`src/rtl/core/deq_pkg.sv`:
```
`timescale 1ns / 1ps
`default_nettype none

package deq_pkg;

    // Queue geometry.
    localparam int DEPTH = 16;
    localparam int IDX_W = (DEPTH > 1) ? $clog2(DEPTH) : 1;
    localparam int CNT_W = IDX_W + 1;

    // Fixed field widths of the request and response.
    localparam int ACT_W  = 3;
    localparam int WORD_W = 32;
    localparam int OCC_W  = 5;
    localparam int STAT_W = 2;

    // Action codes carried by a request.
    typedef enum logic [ACT_W-1:0] {
        ACT_PUSH_FRONT = 3'd0,
        ACT_PUSH_REAR  = 3'd1,
        ACT_POP_FRONT  = 3'd2,
        ACT_POP_REAR   = 3'd3,
        ACT_NOP        = 3'd4
    } t_action;

    // Status codes returned with a response.
    typedef enum logic [STAT_W-1:0] {
        ST_DONE      = 2'd0,
        ST_POP_EMPTY = 2'd1,
        ST_PUSH_FULL = 2'd2
    } t_status;

    // Controller states.
    typedef enum logic [1:0] {
        S_IDLE,
        S_UPDATE,
        S_READ,
        S_LOAD
    } t_state;

    // Commands from the controller to the datapath.
    typedef struct packed {
        logic req_ready;
        logic update;
        logic load_out;
    } t_dp_cmd;

    // Status from the datapath to the controller.
    typedef struct packed {
        logic req_valid;
        logic out_free;
    } t_dp_stat;

endpackage

`default_nettype wire

```
`src/rtl/core/deq_if.sv`:
```
`timescale 1ns / 1ps
`default_nettype none

// Request channel: one action and the word to push.
interface deq_req_if;
    logic        valid;
    logic        ready;
    logic [2:0]  action;
    logic [31:0] value;

    modport source (output valid, output action, output value, input ready);
    modport sink   (input valid, input action, input value, output ready);
endinterface

// Response channel: queue view after the action.
interface deq_rsp_if;
    logic        valid;
    logic        ready;
    logic [31:0] front_value;
    logic [31:0] rear_value;
    logic [4:0]  occupancy;
    logic        is_empty;
    logic        is_full;
    logic [1:0]  status;

    modport source (output valid, output front_value, output rear_value,
                    output occupancy, output is_empty, output is_full,
                    output status, input ready);
    modport sink   (input valid, input front_value, input rear_value,
                    input occupancy, input is_empty, input is_full,
                    input status, output ready);
endinterface

`default_nettype wire

```
`src/rtl/core/deq_ctrl.sv`:
```
`timescale 1ns / 1ps
`default_nettype none

module deq_ctrl
    import deq_pkg::*;
(
    input  wire           i_clk,
    input  wire           i_rst_n,
    input  wire t_dp_stat i_stat,
    output t_dp_cmd       o_cmd
);

    t_state r_state;
    t_state n_state;

    // State register.
    always_ff @(posedge i_clk) begin
        if (!i_rst_n) begin
            r_state <= S_IDLE;
        end else begin
            r_state <= n_state;
        end
    end

    // Next state: take a request, apply it, read the ends, load the response.
    always_comb begin
        n_state = r_state;
        case (r_state)
            S_IDLE: begin
                if (i_stat.req_valid) begin
                    n_state = S_UPDATE;
                end
            end
            S_UPDATE: n_state = S_READ;
            S_READ:   n_state = S_LOAD;
            S_LOAD: begin
                if (i_stat.out_free) begin
                    n_state = S_IDLE;
                end
            end
            default:  n_state = S_IDLE;
        endcase
    end

    // Commands to the datapath.
    always_comb begin
        o_cmd = '0;
        case (r_state)
            S_IDLE:   o_cmd.req_ready = 1'b1;
            S_UPDATE: o_cmd.update    = 1'b1;
            S_READ:   o_cmd           = '0;
            S_LOAD:   o_cmd.load_out  = i_stat.out_free;
            default:  o_cmd           = '0;
        endcase
    end

endmodule

`default_nettype wire

```
`src/rtl/core/deq_dp.sv`:
```
`timescale 1ns / 1ps
`default_nettype none

module deq_dp
    import deq_pkg::*;
(
    input  wire           i_clk,
    input  wire           i_rst_n,
    input  wire t_dp_cmd  i_cmd,
    output t_dp_stat      o_stat,
    deq_req_if.sink       i_req,
    deq_rsp_if.source     o_rsp
);

    localparam logic [CNT_W-1:0] DEPTH_C = CNT_W'(DEPTH);

    // Captured request.
    logic [ACT_W-1:0]  r_action;
    logic [WORD_W-1:0] r_value;

    // Queue state.
    logic [IDX_W-1:0]  r_head;
    logic [IDX_W-1:0]  n_head;
    logic [CNT_W-1:0]  r_count;
    logic [CNT_W-1:0]  n_count;
    logic [STAT_W-1:0] r_status;
    logic [STAT_W-1:0] n_status;
    logic [WORD_W-1:0] r_mem [DEPTH];

    // Memory write port.
    logic              wr_en;
    logic [IDX_W-1:0]  wr_idx;

    // Registered end reads.
    logic [IDX_W-1:0]  rear_idx;
    logic [IDX_W-1:0]  tail_idx;
    logic [CNT_W-1:0]  rear_sum;
    logic [CNT_W-1:0]  tail_sum;
    logic [WORD_W-1:0] r_rd_front;
    logic [WORD_W-1:0] r_rd_rear;

    // Response register.
    logic              r_out_valid;
    logic [WORD_W-1:0] r_out_front;
    logic [WORD_W-1:0] r_out_rear;
    logic [OCC_W-1:0]  r_out_occ;
    logic              r_out_empty;
    logic              r_out_full;
    logic [STAT_W-1:0] r_out_status;

    logic              is_empty;
    logic              is_full;

    assign is_empty = (r_count == '0);
    assign is_full  = (r_count >= DEPTH_C);

    // Circular index arithmetic: the sums stay below twice the depth.
    assign rear_sum = CNT_W'(r_head) + r_count - CNT_W'(1);
    assign tail_sum = CNT_W'(r_head) + r_count;
    assign rear_idx = (rear_sum >= DEPTH_C) ? IDX_W'(rear_sum - DEPTH_C) : IDX_W'(rear_sum);
    assign tail_idx = (tail_sum >= DEPTH_C) ? IDX_W'(tail_sum - DEPTH_C) : IDX_W'(tail_sum);

    // Capture the request when it is accepted.
    always_ff @(posedge i_clk) begin
        if (i_req.valid && i_req.ready) begin
            r_action <= i_req.action;
            r_value  <= i_req.value;
        end
    end

    // Apply the requested action to the pointers.
    always_comb begin
        n_head   = r_head;
        n_count  = r_count;
        n_status = ST_DONE;
        wr_en    = 1'b0;
        wr_idx   = tail_idx;
        case (r_action)
            ACT_PUSH_FRONT: begin
                if (is_full) begin
                    n_status = ST_PUSH_FULL;
                end else begin
                    n_head  = (r_head == '0) ? IDX_W'(DEPTH - 1) : r_head - IDX_W'(1);
                    n_count = r_count + CNT_W'(1);
                    wr_en   = 1'b1;
                    wr_idx  = n_head;
                end
            end
            ACT_PUSH_REAR: begin
                if (is_full) begin
                    n_status = ST_PUSH_FULL;
                end else begin
                    n_count = r_count + CNT_W'(1);
                    wr_en   = 1'b1;
                end
            end
            ACT_POP_FRONT: begin
                if (is_empty) begin
                    n_status = ST_POP_EMPTY;
                end else begin
                    n_head  = (r_head == IDX_W'(DEPTH - 1)) ? '0 : r_head + IDX_W'(1);
                    n_count = r_count - CNT_W'(1);
                end
            end
            ACT_POP_REAR: begin
                if (is_empty) begin
                    n_status = ST_POP_EMPTY;
                end else begin
                    n_count = r_count - CNT_W'(1);
                end
            end
            default: n_status = ST_DONE;
        endcase
    end

    // Pointer and status registers.
    always_ff @(posedge i_clk) begin
        if (!i_rst_n) begin
            r_head  <= '0;
            r_count <= '0;
        end else if (i_cmd.update) begin
            r_head  <= n_head;
            r_count <= n_count;
        end
    end

    always_ff @(posedge i_clk) begin
        if (i_cmd.update) begin
            r_status <= n_status;
        end
    end

    // Slot storage with one write port and two registered read ports.
    always_ff @(posedge i_clk) begin
        if (i_cmd.update && wr_en) begin
            r_mem[wr_idx] <= r_value;
        end
    end

    always_ff @(posedge i_clk) begin
        r_rd_front <= r_mem[r_head];
        r_rd_rear  <= r_mem[rear_idx];
    end

    // Response valid flag.
    always_ff @(posedge i_clk) begin
        if (!i_rst_n) begin
            r_out_valid <= 1'b0;
        end else if (i_cmd.load_out) begin
            r_out_valid <= 1'b1;
        end else if (o_rsp.ready) begin
            r_out_valid <= 1'b0;
        end
    end

    // Response payload; an empty queue reports all ones at both ends.
    always_ff @(posedge i_clk) begin
        if (i_cmd.load_out) begin
            r_out_front  <= is_empty ? '1 : r_rd_front;
            r_out_rear   <= is_empty ? '1 : r_rd_rear;
            r_out_occ    <= OCC_W'(r_count);
            r_out_empty  <= is_empty;
            r_out_full   <= is_full;
            r_out_status <= r_status;
        end
    end

    assign i_req.ready       = i_cmd.req_ready;
    assign o_rsp.valid       = r_out_valid;
    assign o_rsp.front_value = r_out_front;
    assign o_rsp.rear_value  = r_out_rear;
    assign o_rsp.occupancy   = r_out_occ;
    assign o_rsp.is_empty    = r_out_empty;
    assign o_rsp.is_full     = r_out_full;
    assign o_rsp.status      = r_out_status;

    assign o_stat.req_valid = i_req.valid;
    assign o_stat.out_free  = !r_out_valid || o_rsp.ready;

`ifndef SYNTHESIS
    a_count_bound: assert property (@(posedge i_clk) disable iff (!i_rst_n)
        r_count <= DEPTH_C)
        else $error("element count exceeds depth");

    a_load_free: assert property (@(posedge i_clk) disable iff (!i_rst_n)
        i_cmd.load_out |-> (!r_out_valid || o_rsp.ready))
        else $error("response overwritten before it was taken");

    a_full_reject: assert property (@(posedge i_clk) disable iff (!i_rst_n)
        i_cmd.update |=> (r_status != ST_PUSH_FULL || r_count == DEPTH_C))
        else $error("push rejected while queue not full");

    a_empty_pop: assert property (@(posedge i_clk) disable iff (!i_rst_n)
        i_cmd.update |=> (r_status != ST_POP_EMPTY || r_count == '0))
        else $error("pop ignored while queue not empty");
`endif

endmodule

`default_nettype wire

```
`src/rtl/core/double_ended_queue.sv`:
```
// The controller walks capture, pointer update, registered slot read and load, and
// takes no new request until the response register is loaded; the load waits
// while the previous response has not been taken.
// Reset is synchronous and active low: it empties the queue, clears the head
// pointer, the controller and the response valid; slot contents are kept.
`timescale 1ns / 1ps
`default_nettype none

module double_ended_queue
    import deq_pkg::*;
(
    input  wire       i_clk,
    input  wire       i_rst_n,
    deq_req_if.sink   i_req,
    deq_rsp_if.source o_rsp
);

    t_dp_cmd  cmd;
    t_dp_stat stat;

    // Sequencer.
    deq_ctrl u_ctrl (
        .i_clk   (i_clk),
        .i_rst_n (i_rst_n),
        .i_stat  (stat),
        .o_cmd   (cmd)
    );

    // Pointers, slot storage and response register.
    deq_dp u_dp (
        .i_clk   (i_clk),
        .i_rst_n (i_rst_n),
        .i_cmd   (cmd),
        .o_stat  (stat),
        .i_req   (i_req),
        .o_rsp   (o_rsp)
    );

endmodule

`default_nettype wire

```
`src/flat_wrapper.sv`:
```
// flat-port wrapper written by rule: the top's interface ports become plain ports
module double_ended_queue_flat import deq_pkg::*;
  (i_clk, i_rst_n, i_req_valid, i_req_action, i_req_value, i_req_ready, o_rsp_valid, o_rsp_front_value, o_rsp_rear_value, o_rsp_occupancy, o_rsp_is_empty, o_rsp_is_full, o_rsp_status, o_rsp_ready);
  deq_req_if i_req_i ();
  deq_rsp_if o_rsp_i ();
  input  wire i_clk;
  input  wire i_rst_n;
  input wire logic [$bits(i_req_i.valid)-1:0] i_req_valid;
  input wire logic [$bits(i_req_i.action)-1:0] i_req_action;
  input wire logic [$bits(i_req_i.value)-1:0] i_req_value;
  output wire logic [$bits(i_req_i.ready)-1:0] i_req_ready;
  output wire logic [$bits(o_rsp_i.valid)-1:0] o_rsp_valid;
  output wire logic [$bits(o_rsp_i.front_value)-1:0] o_rsp_front_value;
  output wire logic [$bits(o_rsp_i.rear_value)-1:0] o_rsp_rear_value;
  output wire logic [$bits(o_rsp_i.occupancy)-1:0] o_rsp_occupancy;
  output wire logic [$bits(o_rsp_i.is_empty)-1:0] o_rsp_is_empty;
  output wire logic [$bits(o_rsp_i.is_full)-1:0] o_rsp_is_full;
  output wire logic [$bits(o_rsp_i.status)-1:0] o_rsp_status;
  input wire logic [$bits(o_rsp_i.ready)-1:0] o_rsp_ready;
  assign i_req_i.valid = i_req_valid;
  assign i_req_i.action = i_req_action;
  assign i_req_i.value = i_req_value;
  assign i_req_ready = i_req_i.ready;
  assign o_rsp_valid = o_rsp_i.valid;
  assign o_rsp_front_value = o_rsp_i.front_value;
  assign o_rsp_rear_value = o_rsp_i.rear_value;
  assign o_rsp_occupancy = o_rsp_i.occupancy;
  assign o_rsp_is_empty = o_rsp_i.is_empty;
  assign o_rsp_is_full = o_rsp_i.is_full;
  assign o_rsp_status = o_rsp_i.status;
  assign o_rsp_i.ready = o_rsp_ready;
  double_ended_queue u_core (.i_clk(i_clk), .i_rst_n(i_rst_n), .i_req(i_req_i), .o_rsp(o_rsp_i));
endmodule
```
`config.mk`:
```
export PLATFORM = sky130hd
export DESIGN_NAME = double_ended_queue_flat
export DESIGN_NICKNAME = d
export VERILOG_FILES = /design/src/rtl/core/deq_pkg.sv /design/src/rtl/core/deq_if.sv /design/src/rtl/core/deq_ctrl.sv /design/src/rtl/core/deq_dp.sv /design/src/rtl/core/double_ended_queue.sv /design/src/flat_wrapper.sv
export SDC_FILE = /design/constraint.sdc
export NUM_CORES = 1
export LEC_CHECK = 0
export ABC_AREA = 1
export BUFFER_PORTS_ARGS = -buffer_cell sky130_fd_sc_hd__buf_2
export CAP_MARGIN = 20
export CORE_ASPECT_RATIO = 0.7
export CORE_MARGIN = 2
export CORE_UTILIZATION = 55
export DETAILED_ROUTE_END_ITERATION = 7
export PLACE_DENSITY = 0.73
export SLEW_MARGIN = 40
export SYNTH_ARGS = -nofsm -noshare
export SYNTH_HDL_FRONTEND = slang
export SYNTH_HIERARCHICAL = 1
export SYNTH_SLANG_ARGS = --single-unit
```
`constraint.sdc`:
```
create_clock -name i_clk -period 8.35 [get_ports i_clk]
set_input_delay 0.4175 -clock i_clk [delete_from_list [all_inputs] [get_ports i_clk]]
set_output_delay 0.4175 -clock i_clk [all_outputs]
set_load 0.02 [all_outputs]
```
# ---- After elaboration in Yosys (flattened, before gate mapping)
# Memories as Yosys holds them, arrays and structs flattened. A register that Yosys moved wholly into a read port is not among the register bits.
# Cells that the tools add are included.
dict set report totals {
  regBits 122
  latchBits 0
  mem_bits_rw 512
  romBits 0
  wordCells 81
  mem_count 1
}
dict set report op_classes {
  n_addsub 8
  mul 0
  n_div 0
  magnitude_cmp 3
  eq_ne 13
  n_shift 0
  mux 27
  bitwise_logic 0
  n_reduce_logical 16
}
# name words word_bits rd rd_clocked_by_memory_dff wr line_no
set mem_list {}
lappend mem_list {u_core.u_dp.r_mem 16 32 2 2 1 deq_dp.sv:28} ;# logic [WORD_W-1:0] r_mem [DEPTH];
# cell count
set op_table {}
lappend op_table {{$mux 4} 8}
lappend op_table {{$ge 5x5->1 const B} 3}
lappend op_table {{$ne 2x2->1 const B} 6}
lappend op_table {{$sub 4x1->4 const B} 3}
lappend op_table {{$mux 1} 10}
lappend op_table {{$mux 5} 2}
lappend op_table {{$pmux 5 s2} 1}
lappend op_table {{$sub 5x1->5 const B} 2}
lappend op_table {{$pmux 2 s4} 1}
lappend op_table {{$pmux 4 s2} 1}
lappend op_table {{$reduce_and 4->1} 2}
lappend op_table {{$eq 3x2->1 const B} 2}
lappend op_table {{$mux 2} 3}
lappend op_table {{$reduce_bool 2->1} 3}
lappend op_table {{$add 4x5->5} 1}
lappend op_table {{$add 5x1->5 const B} 1}
lappend op_table {{$logic_not 5->1} 1}
lappend op_table {{$add 4x1->4 const B} 1}
lappend op_table {{$eq 2x2->1 const B} 2}
lappend op_table {{$eq 4x4->1 const B} 1}
lappend op_table {{$logic_not 4->1} 1}
lappend op_table {{$pmux 2 s2} 1}
lappend op_table {{$reduce_or 2->1} 2}
lappend op_table {{$eq 3x1->1 const B} 1}
lappend op_table {{7 further kinds} 8}

# ---- Depth between registers and ports, before layout
# Gate-level depths: netlist (run 1).
dict set report logic_depth {
  ltp_word 6
  mapped_depth 15
  mapped_depth_nobuf 11
}

# ---- By module
# Netlist (run 1), hierarchy kept.
# module n_inst cells_per_inst area_per_inst_um2 seq_area_each_um2
set by_module_without_submodules {}
lappend by_module_without_submodules {deq_dp 1 3401 32474.9 20159.3}
lappend by_module_without_submodules {deq_ctrl 1 24 168.9 40.0}

# ---- Worst setup path before layout (run 1)
# Ideal clock, no wire load.
dict set report synth_path {
  kind {reg2reg}
  startpoint {register u_core.u_dp.r_head[0]}
  endpoint {memory u_core.u_dp.r_mem[0][0] (enable)}
  setup_time_ns 0.421
  arrival_ns 3.069
  t_required_ns 7.929
  setup_slack_ns 4.860
  path_stages_with_launch 11
  path_buffers 3
  synth_period_minus_slack_ns 3.490
  cell_sequence {dfxtp_1 -> buf_2 -> inv_2 -> buf_2 -> buf_2 -> ha_1 -> nand2_1 -> o21ai_0 -> o21ai_0 -> nand2_1 -> nor2_1}
}
dict set report synth_between {
  elab_chain_len 5
}
# element line_no
set synth_rtl {}
lappend synth_rtl {{start: declaration} deq_dp.sv:22} ;# logic [IDX_W-1:0] r_head;
lappend synth_rtl {{start signal: assignment} deq_dp.sv:122} ;# r_head <= n_head;
lappend synth_rtl {{$add 4x5->5} deq_dp.sv:59} ;# assign tail_sum = CNT_W'(r_head) + r_count;
lappend synth_rtl {{$sub 4x1->4 / $ge 5x5->1 (equally long branches)} deq_dp.sv:61} ;# assign tail_idx = (tail_sum >= DEPTH_C) ? IDX_W'(tail_sum - DEPTH_C) : IDX_W'(tail_sum);
lappend synth_rtl {{$mux 4} deq_dp.sv:61}
lappend synth_rtl {{$mux 4} deq_dp.sv:80} ;# if (is_full) begin
lappend synth_rtl {{$mux 4 *} deq_dp.sv:78} ;# case (r_action)
lappend synth_rtl {{end: declaration} deq_dp.sv:28}
# Every way passes the cells marked *; elsewhere a longest branch is shown, timed or not.

# ---- Worst setup path in the final report (run 1)
dict set report layout_path {
  startpoint {register u_core.u_dp.r_head[1]}
  endpoint {memory u_core.u_dp.r_mem[9][13] (enable)}
}
# Same word-level chain as after synthesis.

==> impl_metrics.env, run 1 <==
export IMPL_nNetsFinal=3519
export IMPL_drive_gt1_frac=0.103
export IMPL_grt_ovfl_total=0
export IMPL_route_detailed_drc=0
export IMPL_critPathBufInv=4
export IMPL_cp_top_family="simple AND/OR/NAND/NOR gates"
export IMPL_finalPower_uw=12700
export IMPL_cts_htree_levels=3
export IMPL_internal_power_uw=7740
export IMPL_synth_cell_types=27
export IMPL_crit_top_cell="nand2_1"
export IMPL_dieArea_sq_um=61300
export IMPL_ant_nets=0
export IMPL_status="finished, final reports clean"
export IMPL_critical_path_max_fanout=60
export IMPL_worstHoldPathType="input pin to register"
export IMPL_clock_fmax_ghz=0.239
export IMPL_combPwrFrac=0.365
export IMPL_wl_per_cell_microns=21.2
export IMPL_slew_viol_final=0
export IMPL_crit_required_ns=8.61
export IMPL_timing_rr_start="u_core/u_dp/r_head[1]"
export IMPL_fp_dieH_microns=208
export IMPL_port_buffers=113
export IMPL_slowest_delay_ns=0.91
export IMPL_max_cap_violations=0
export IMPL_setup_viol=0
export IMPL_synth_top_cells_by_area="edfxtp_1 57%, nand2_1 10%, nand3_1 5.3%"
export IMPL_rsz0062_at_grt="no"
export IMPL_synth_simple_area_share=0.174
export IMPL_synth_seq_area_share=0.619
export IMPL_fin_skew_ns=0.0242
export IMPL_synth_avg_cell_area_sq_um=9.53
export IMPL_grt_pass1_wl_microns=139000
export IMPL_synth_area_sq_um=32600
export IMPL_cp_end_kind="register"
export IMPL_cellPowerDensity_nw_per_um2=349
export IMPL_cts_root_buf="clkbuf_16"
export IMPL_synth_ff_type="edfxtp_1"
export IMPL_area_delta_synth_final_pct=11.5
export IMPL_finalCritPeriodShare=0.502
export IMPL_path_cells="clkinv_1 > buf_4 > ha_1 > nand2_1 > nand2_1 > nand2_1 > nand2_1 > inv_1 > nand3_1 > nor2_4 > buf_4"
export IMPL_core_sq_um=58500
export IMPL_yosysMostFrequentCell="nand2_1"
export IMPL_synth_xor_area_share=0.00107
export IMPL_ys_ff_latch=698
export IMPL_drt_wl_total_microns=91700
export IMPL_cts_buffers=69
export IMPL_synth_top_area_cell="edfxtp_1"
export IMPL_synth_fa_ha_area_frac=0.00621
export IMPL_firstDrtPassIters=6
export IMPL_fin_hold_ws_ns=0.0429
export IMPL_clk_latency_ns=0.63
export IMPL_synthMuxAreaShare=0
export IMPL_vdd_drop_max_mv=0.405
export IMPL_gp_congestion=0.849
export IMPL_switching_power_uw=4960
export IMPL_cts_tree="yes"
export IMPL_postPlaceCellArea_sq_um=33600
export IMPL_synth_edf_count=622
export IMPL_worst_pin_slew_ns=0.908
export IMPL_start_kind="register"
export IMPL_worst_path_max_delay_cell="dfxtp_4"
export IMPL_clkPwrFrac=0.265
export IMPL_drtIter0Drc=3498
export IMPL_synth_fp_nets=3479
export IMPL_antenna_cells=0
export IMPL_fin_area_sq_um=36400
export IMPL_netlist_instances=3425
export IMPL_ys_warn_count=6
export IMPL_track_usage=0.299
export IMPL_dieWidth_microns=295
export IMPL_hpwl_microns=48500
export IMPL_swShare=0.391
export IMPL_worst_hold_startpoint="i_req_value[30]"
export IMPL_tns_ns=0
export IMPL_clockBufferDepth=3
export IMPL_grt_max_degree=231
export IMPL_vias=24900
export IMPL_pre_cts_ws_ns=4.24
export IMPL_rows=74
export IMPL_period_needed_ns=4.19
export IMPL_via_per_inst=5.77
export IMPL_synth_top_family_by_area="simple AND/OR/NAND/NOR gates"
export IMPL_antenna_found_initial=3
export IMPL_cts_resized=0
export IMPL_hold_viol=0
export IMPL_clk_pin_slew_ns=0.06
export IMPL_setup_slack_ns=4.16
export IMPL_synth_compound_area_frac=0.113
export IMPL_timing_slew_headroom=0.394
export IMPL_cts_sinks=698
export IMPL_p_leak_uw=0.0146
export IMPL_seq_power_share=0.371
export IMPL_worst_setup_path_type="register to register"
export IMPL_synth_top_area_frac=0.572
export IMPL_crit_start="u_core/u_dp/r_head[1]"
export IMPL_grt_pass1_vias=23200
export IMPL_ioPinCount=114
export IMPL_synth_common_cells="883 x nand2_1, 622 x edfxtp_1, 453 x inv_1"
export IMPL_worst_ep_arrival_time_ns=4.45
export IMPL_initial_core_util=0.558
export IMPL_async_reset_ff_frac=0
logic make-up after synthesis:
logic type,after synthesis
compound gates,686
buf+inv,675
simple gates,1347
flops,698
xor+xnor,4
fa+ha+maj,15
sequential cells by signal (all words and copies together), names as in the netlist:
register,count
u_core/u_dp/r_rd_front,32
u_core/u_dp/o_rsp.occupancy,5
u_core/u_dp/r_status,2
u_core/u_dp/o_rsp.rear_value,32
u_core/u_dp/r_value,32
u_core/u_dp/o_rsp.front_value,32
u_core/u_dp/o_rsp.is_empty,1
u_core/u_dp/r_mem,512
u_core/u_dp/o_rsp.is_full,1
u_core/u_dp/r_action,3
u_core/u_dp/r_count,5
u_core/u_dp/r_rd_rear,32
u_core/u_dp/o_rsp.status,2
u_core/u_ctrl/r_state,2
u_core/u_dp/o_rsp.valid,1
u_core/u_dp/r_head,4
worst register-to-register path, stage by stage (launching register included):
cell and delay (ns):
dfxtp_4 0.91, clkinv_1 0.18, buf_4 0.38, ha_1 0.35
nand2_1 0.09, nand2_1 0.08, nand2_1 0.07, nand2_1 0.08
inv_1 0.08, nand3_1 0.35, nor2_4 0.70, buf_4 0.55
worst paths after layout:
path / end / slack [ns] / depth (start not counted)
worst min-delay path: u_core/u_dp/r_value[30] / 0.04 / 1
worst min register to register: u_core/u_dp/o_rsp.status[0] / 0.43 / 0
worst max-delay path: u_core/u_dp/r_mem[9][13] / 4.16 / 11
worst max register to register: u_core/u_dp/r_mem[9][13] / 4.16 / 11
per-stage QoR:
stage / util / cells
2_1_floorplan: - / 3425
3_3_place_gp: 0.574 / 4160
3_5_place_dp: 0.575 / 4161
4_1_cts: 0.622 / 4317
5_1_grt: 0.622 / 4318
6_report: 0.622 / 4318
what timing repair did:
action / 4_1_cts / 5_1_grt
hold endpoints to repair: 30 / 0
buffers inserted: 0 / 0
hold buffers: 30 / 0
area by class of cell:
class,instances,area (sq um)
inverters,458,1730
multi-input cells,2052,9770
clock inverters,39,536
clock buffers,87,1890
fillers,4777,22100
flip-flops and latches,698,20200
well taps,798,998
repair buffers,186,1280
power by group through the flow:
| stage | Sequential (uW) | Clock (uW) | Combinational [uW] |
|---|---|---|---|
| 2_1_floorplan | 4650 | 0 | 3250 |
| 3_3_place_gp | 4780 | 0 | 4400 |
| 3_5_place_dp | 4770 | 0 | 4480 |
| 4_1_cts | 4700 | 3390 | 4530 |
| 5_1_grt | 4740 | 3510 | 5140 |
| 6_report | 4710 | 3360 | 4630 |
cell usage in the layout, fill, tap and decap left out, drive strengths merged, types with 13 or more instances in the layout:
cell | Yosys | final
ha | 13 | 13
nand3 | 351 | 351
edfxtp | 622 | 622
nor2 | 45 | 45
o21ai | 293 | 293
a21oi | 297 | 297
dlygate4sd3 | 0 | 30
buf | 144 | 156
clkbuf | 73 | 87
o211ai | 96 | 96
dfxtp | 76 | 76
inv | 456 | 456
nand2 | 885 | 885
clkinv | 2 | 25
or2 | 64 | 64
layer usage:
| layer | vias up | global-route usage | share of wire |
|---|---|---|---|
| li1 | 11600 | - | - |
| met1 | 11600 | 0.449 | 0.43 |
| met2 | 1501 | 0.437 | 0.43 |
| met3 | 206 | 0.0594 | 0.12 |
| met4 | 0 | 0.101 | 0.030 |
| met5 | - | 0 | 0 |
No activity file was read; power rests on OpenSTA's default activity.
==> inputs of run 2 (changes only) <==
ABC_AREA = 0   (was 1)
clock period = 3.86 ns   (was 8.35 ns; I/O delays follow)
==> impl_metrics.env, run 2 <==
export IMPL_synth_avg_cell_area_sq_um=19.6
export IMPL_clk_pin_slew_ns=0.06
export IMPL_clock_fmax_ghz=0.318
export IMPL_status="finished, final reports clean"
export IMPL_period_needed_ns=3.15
export IMPL_cts_setup_buffers=0
export IMPL_worst_pin_slew_ns=0.801
export IMPL_worstHoldPathType="input pin to register"
export IMPL_final_util=0.639
export IMPL_fillCellCount=3657
export IMPL_worst_setup_path_type="register to register"
export IMPL_wl_per_cell_microns=27.9
export IMPL_cts_buffers=68
export IMPL_grt_pass1_vias=16000
export IMPL_rsz0062_at_grt="no"
export IMPL_hpwl_microns=38800
export IMPL_synth_fp_nets=1572
export IMPL_fp_dieH_microns=199
export IMPL_vdd_drop_max_mv=0.696
export IMPL_rows=71
export IMPL_ys_ff_latch=698
export IMPL_timing_slew_headroom=0.466
export IMPL_synth_area_sq_um=29800
export IMPL_ys_warn_count=6
export IMPL_grt_max_degree=84
export IMPL_fin_skew_ns=0.0325
export IMPL_grt_ovfl_total=0
export IMPL_synth_seq_area_share=0.677
export IMPL_nNetsFinal=1753
export IMPL_synth_top_area_frac=0.626
export IMPL_antenna_cells=0
export IMPL_synth_ff_type="edfxtp_1"
export IMPL_synth_edf_count=622
export IMPL_layout_common_cells="622 x edfxtp_1, 256 x mux4_2, 115 x buf_2, 103 x mux2i_1"
export IMPL_clk_latency_ns=0.62
export IMPL_p_leak_uw=0.0109
export IMPL_regMostFlops="u_core/u_dp/r_mem"
export IMPL_worst_ep_arrival_time_ns=3.42
export IMPL_critical_path_max_fanout=17
export IMPL_cts_root_buf="clkbuf_16"
export IMPL_regArea_sq_um=20200
export IMPL_core_sq_um=53700
export IMPL_synth_top_area_cell="edfxtp_1"
export IMPL_crit_required_ns=4.14
export IMPL_netlist_instances=1518
export IMPL_cellPowerDensity_nw_per_um2=663
export IMPL_antenna_found_initial=0
export IMPL_via_per_inst=6.42
export IMPL_ioPinCount=114
export IMPL_cts_tree="yes"
export IMPL_area_delta_synth_final_pct=15.0
export IMPL_yosysMostFrequentCell="edfxtp_1"
export IMPL_hold_viol=0
export IMPL_firstDrtPassIters=5
export IMPL_setup_viol=0
export IMPL_max_cap_violations=0
export IMPL_start_kind="register"
export IMPL_initial_core_util=0.556
export IMPL_synth_common_cells="622 x edfxtp_1, 256 x mux4_2, 103 x mux2i_1"
export IMPL_ant_nets=0
export IMPL_gp_congestion=0.799
export IMPL_clockBufferDepth=3
export IMPL_vias=15900
export IMPL_synth_top_cells_by_area="edfxtp_1 63%, mux4_2 19%, dfxtp_1 5.1%"
export IMPL_cts_resized=0
export IMPL_track_usage=0.256
export IMPL_cts_htree_levels=3
export IMPL_drtIter0Drc=2201
export IMPL_reg2reg_slack_ns=0.71
export IMPL_tns_ns=0
export IMPL_route_detailed_drc=0
export IMPL_port_buffers=113
export IMPL_drt_wl_total_microns=69400
export IMPL_async_reset_ff_frac=0
export IMPL_final_common_cell="edfxtp_1"
export IMPL_grt_pass1_wl_microns=104000
export IMPL_largest_reg_flops=512
export IMPL_cp_end_kind="register"
export IMPL_multi_input_area_sq_um=9230
export IMPL_dieWidth_microns=282
export IMPL_synth_cell_types=58
export IMPL_slew_viol_final=0
export IMPL_cts_sinks=698
export IMPL_finalCritPeriodShare=0.815
export IMPL_drive_gt1_frac=0.367
export IMPL_dieArea_sq_um=56100
-- run 2: cell count changes after synthesis, sizes merged, moves of 33 or more --
| cell | previous run | this run |
|---|---|---|
| nand2 | 885 | 72 |
| inv | 456 | 10 |
| o211ai | 96 | 0 |
| mux2i | 0 | 103 |
| a31oi | 0 | 33 |
| buf | 144 | 55 |
| a21oi | 297 | 7 |
| mux4 | 0 | 256 |
| a211oi | 0 | 33 |
| o21ai | 293 | 8 |
| nand3 | 351 | 3 |
| and2 | 0 | 39 |
-- run 2: area by class of cell --
| type | instances | share of cell area |
|---|---|---|
| Timing Repair Buffer | 214 | 0.0484 |
| Sequential cell | 698 | 0.589 |
| Inverter | 10 | 0.00109 |
| Clock buffer | 96 | 0.0572 |
| Tap cell | 730 | 0.0266 |
| Multi-Input combinational cell | 707 | 0.269 |
| Clock inverter | 29 | 0.00843 |
-- run 2: logic make-up (layout without fill, tap and decap cells) --
group,count (synthesis),in the layout,share of synthesized area
flops,698,698,0.677
compound gates,98,98,0.0244
xor+xnor,13,13,0.00520
simple gates,222,222,0.0398
fa+ha+maj,15,15,0.00680
mux,359,359,0.228
buf+inv,113,349,0.0184
-- run 2: layer usage --
metal	up-vias	global-route usage	routed length [microns]
li1	6608	-	-
met1	8361	0.372	28300
met2	846	0.400	32900
met3	131	0.0579	6560
met4	0	0.0631	1540
met5	-	0	0
-- run 2: worst paths after layout --
check                     startpoint                           to  depth (start not counted)
min                  i_req_value[22]      u_core/u_dp/r_value[22]                          2
max           u_core/u_dp/r_count[0]     u_core/u_dp/r_mem[9][28]                          7
min reg2reg  u_core/u_dp/r_status[1]  u_core/u_dp/o_rsp.status[1]                          0
max reg2reg   u_core/u_dp/r_count[0]     u_core/u_dp/r_mem[9][28]                          7
-- run 2: what timing repair did --
item / in CTS / in global routing
hold buffers: 38 / 0
hold endpoints to repair: 46 / 0
setup endpoints to repair: 0 / 0
-- run 2: report_power, final --
part	internal, uW	switching, uW
clock network	3840	2850
registers	9310	540
logic	2870	3330
total	16000	6710
-- run 2: per-stage QoR --
stage | hold slack (ns) | power (uW) | cell area [sq um] | instances | worst slack [ns]
after floorplan | 0.292 | 14300 | 29800 | 1518 | 0.389
after global placement | 0.371 | 16000 | 31500 | 2313 | 0.708
after detailed placement | 0.371 | 16200 | 31600 | 2317 | 0.638
after CTS | 0.255 | 22900 | 34200 | 2480 | 0.641
after global routing | 0.274 | 23600 | 34300 | 2484 | 0.607
final | 0.283 | 22700 | 34300 | 2484 | 0.713
-- run 2: critical path, stage by stage, from the launching register on --
cell and delay [ns]:
dfxtp_1 0.50, ha_4 0.19, fa_1 0.51, nor3_1 0.27, o21ai_1 0.10, buf_4 0.18
nor2_4 0.60, buf_4 0.45
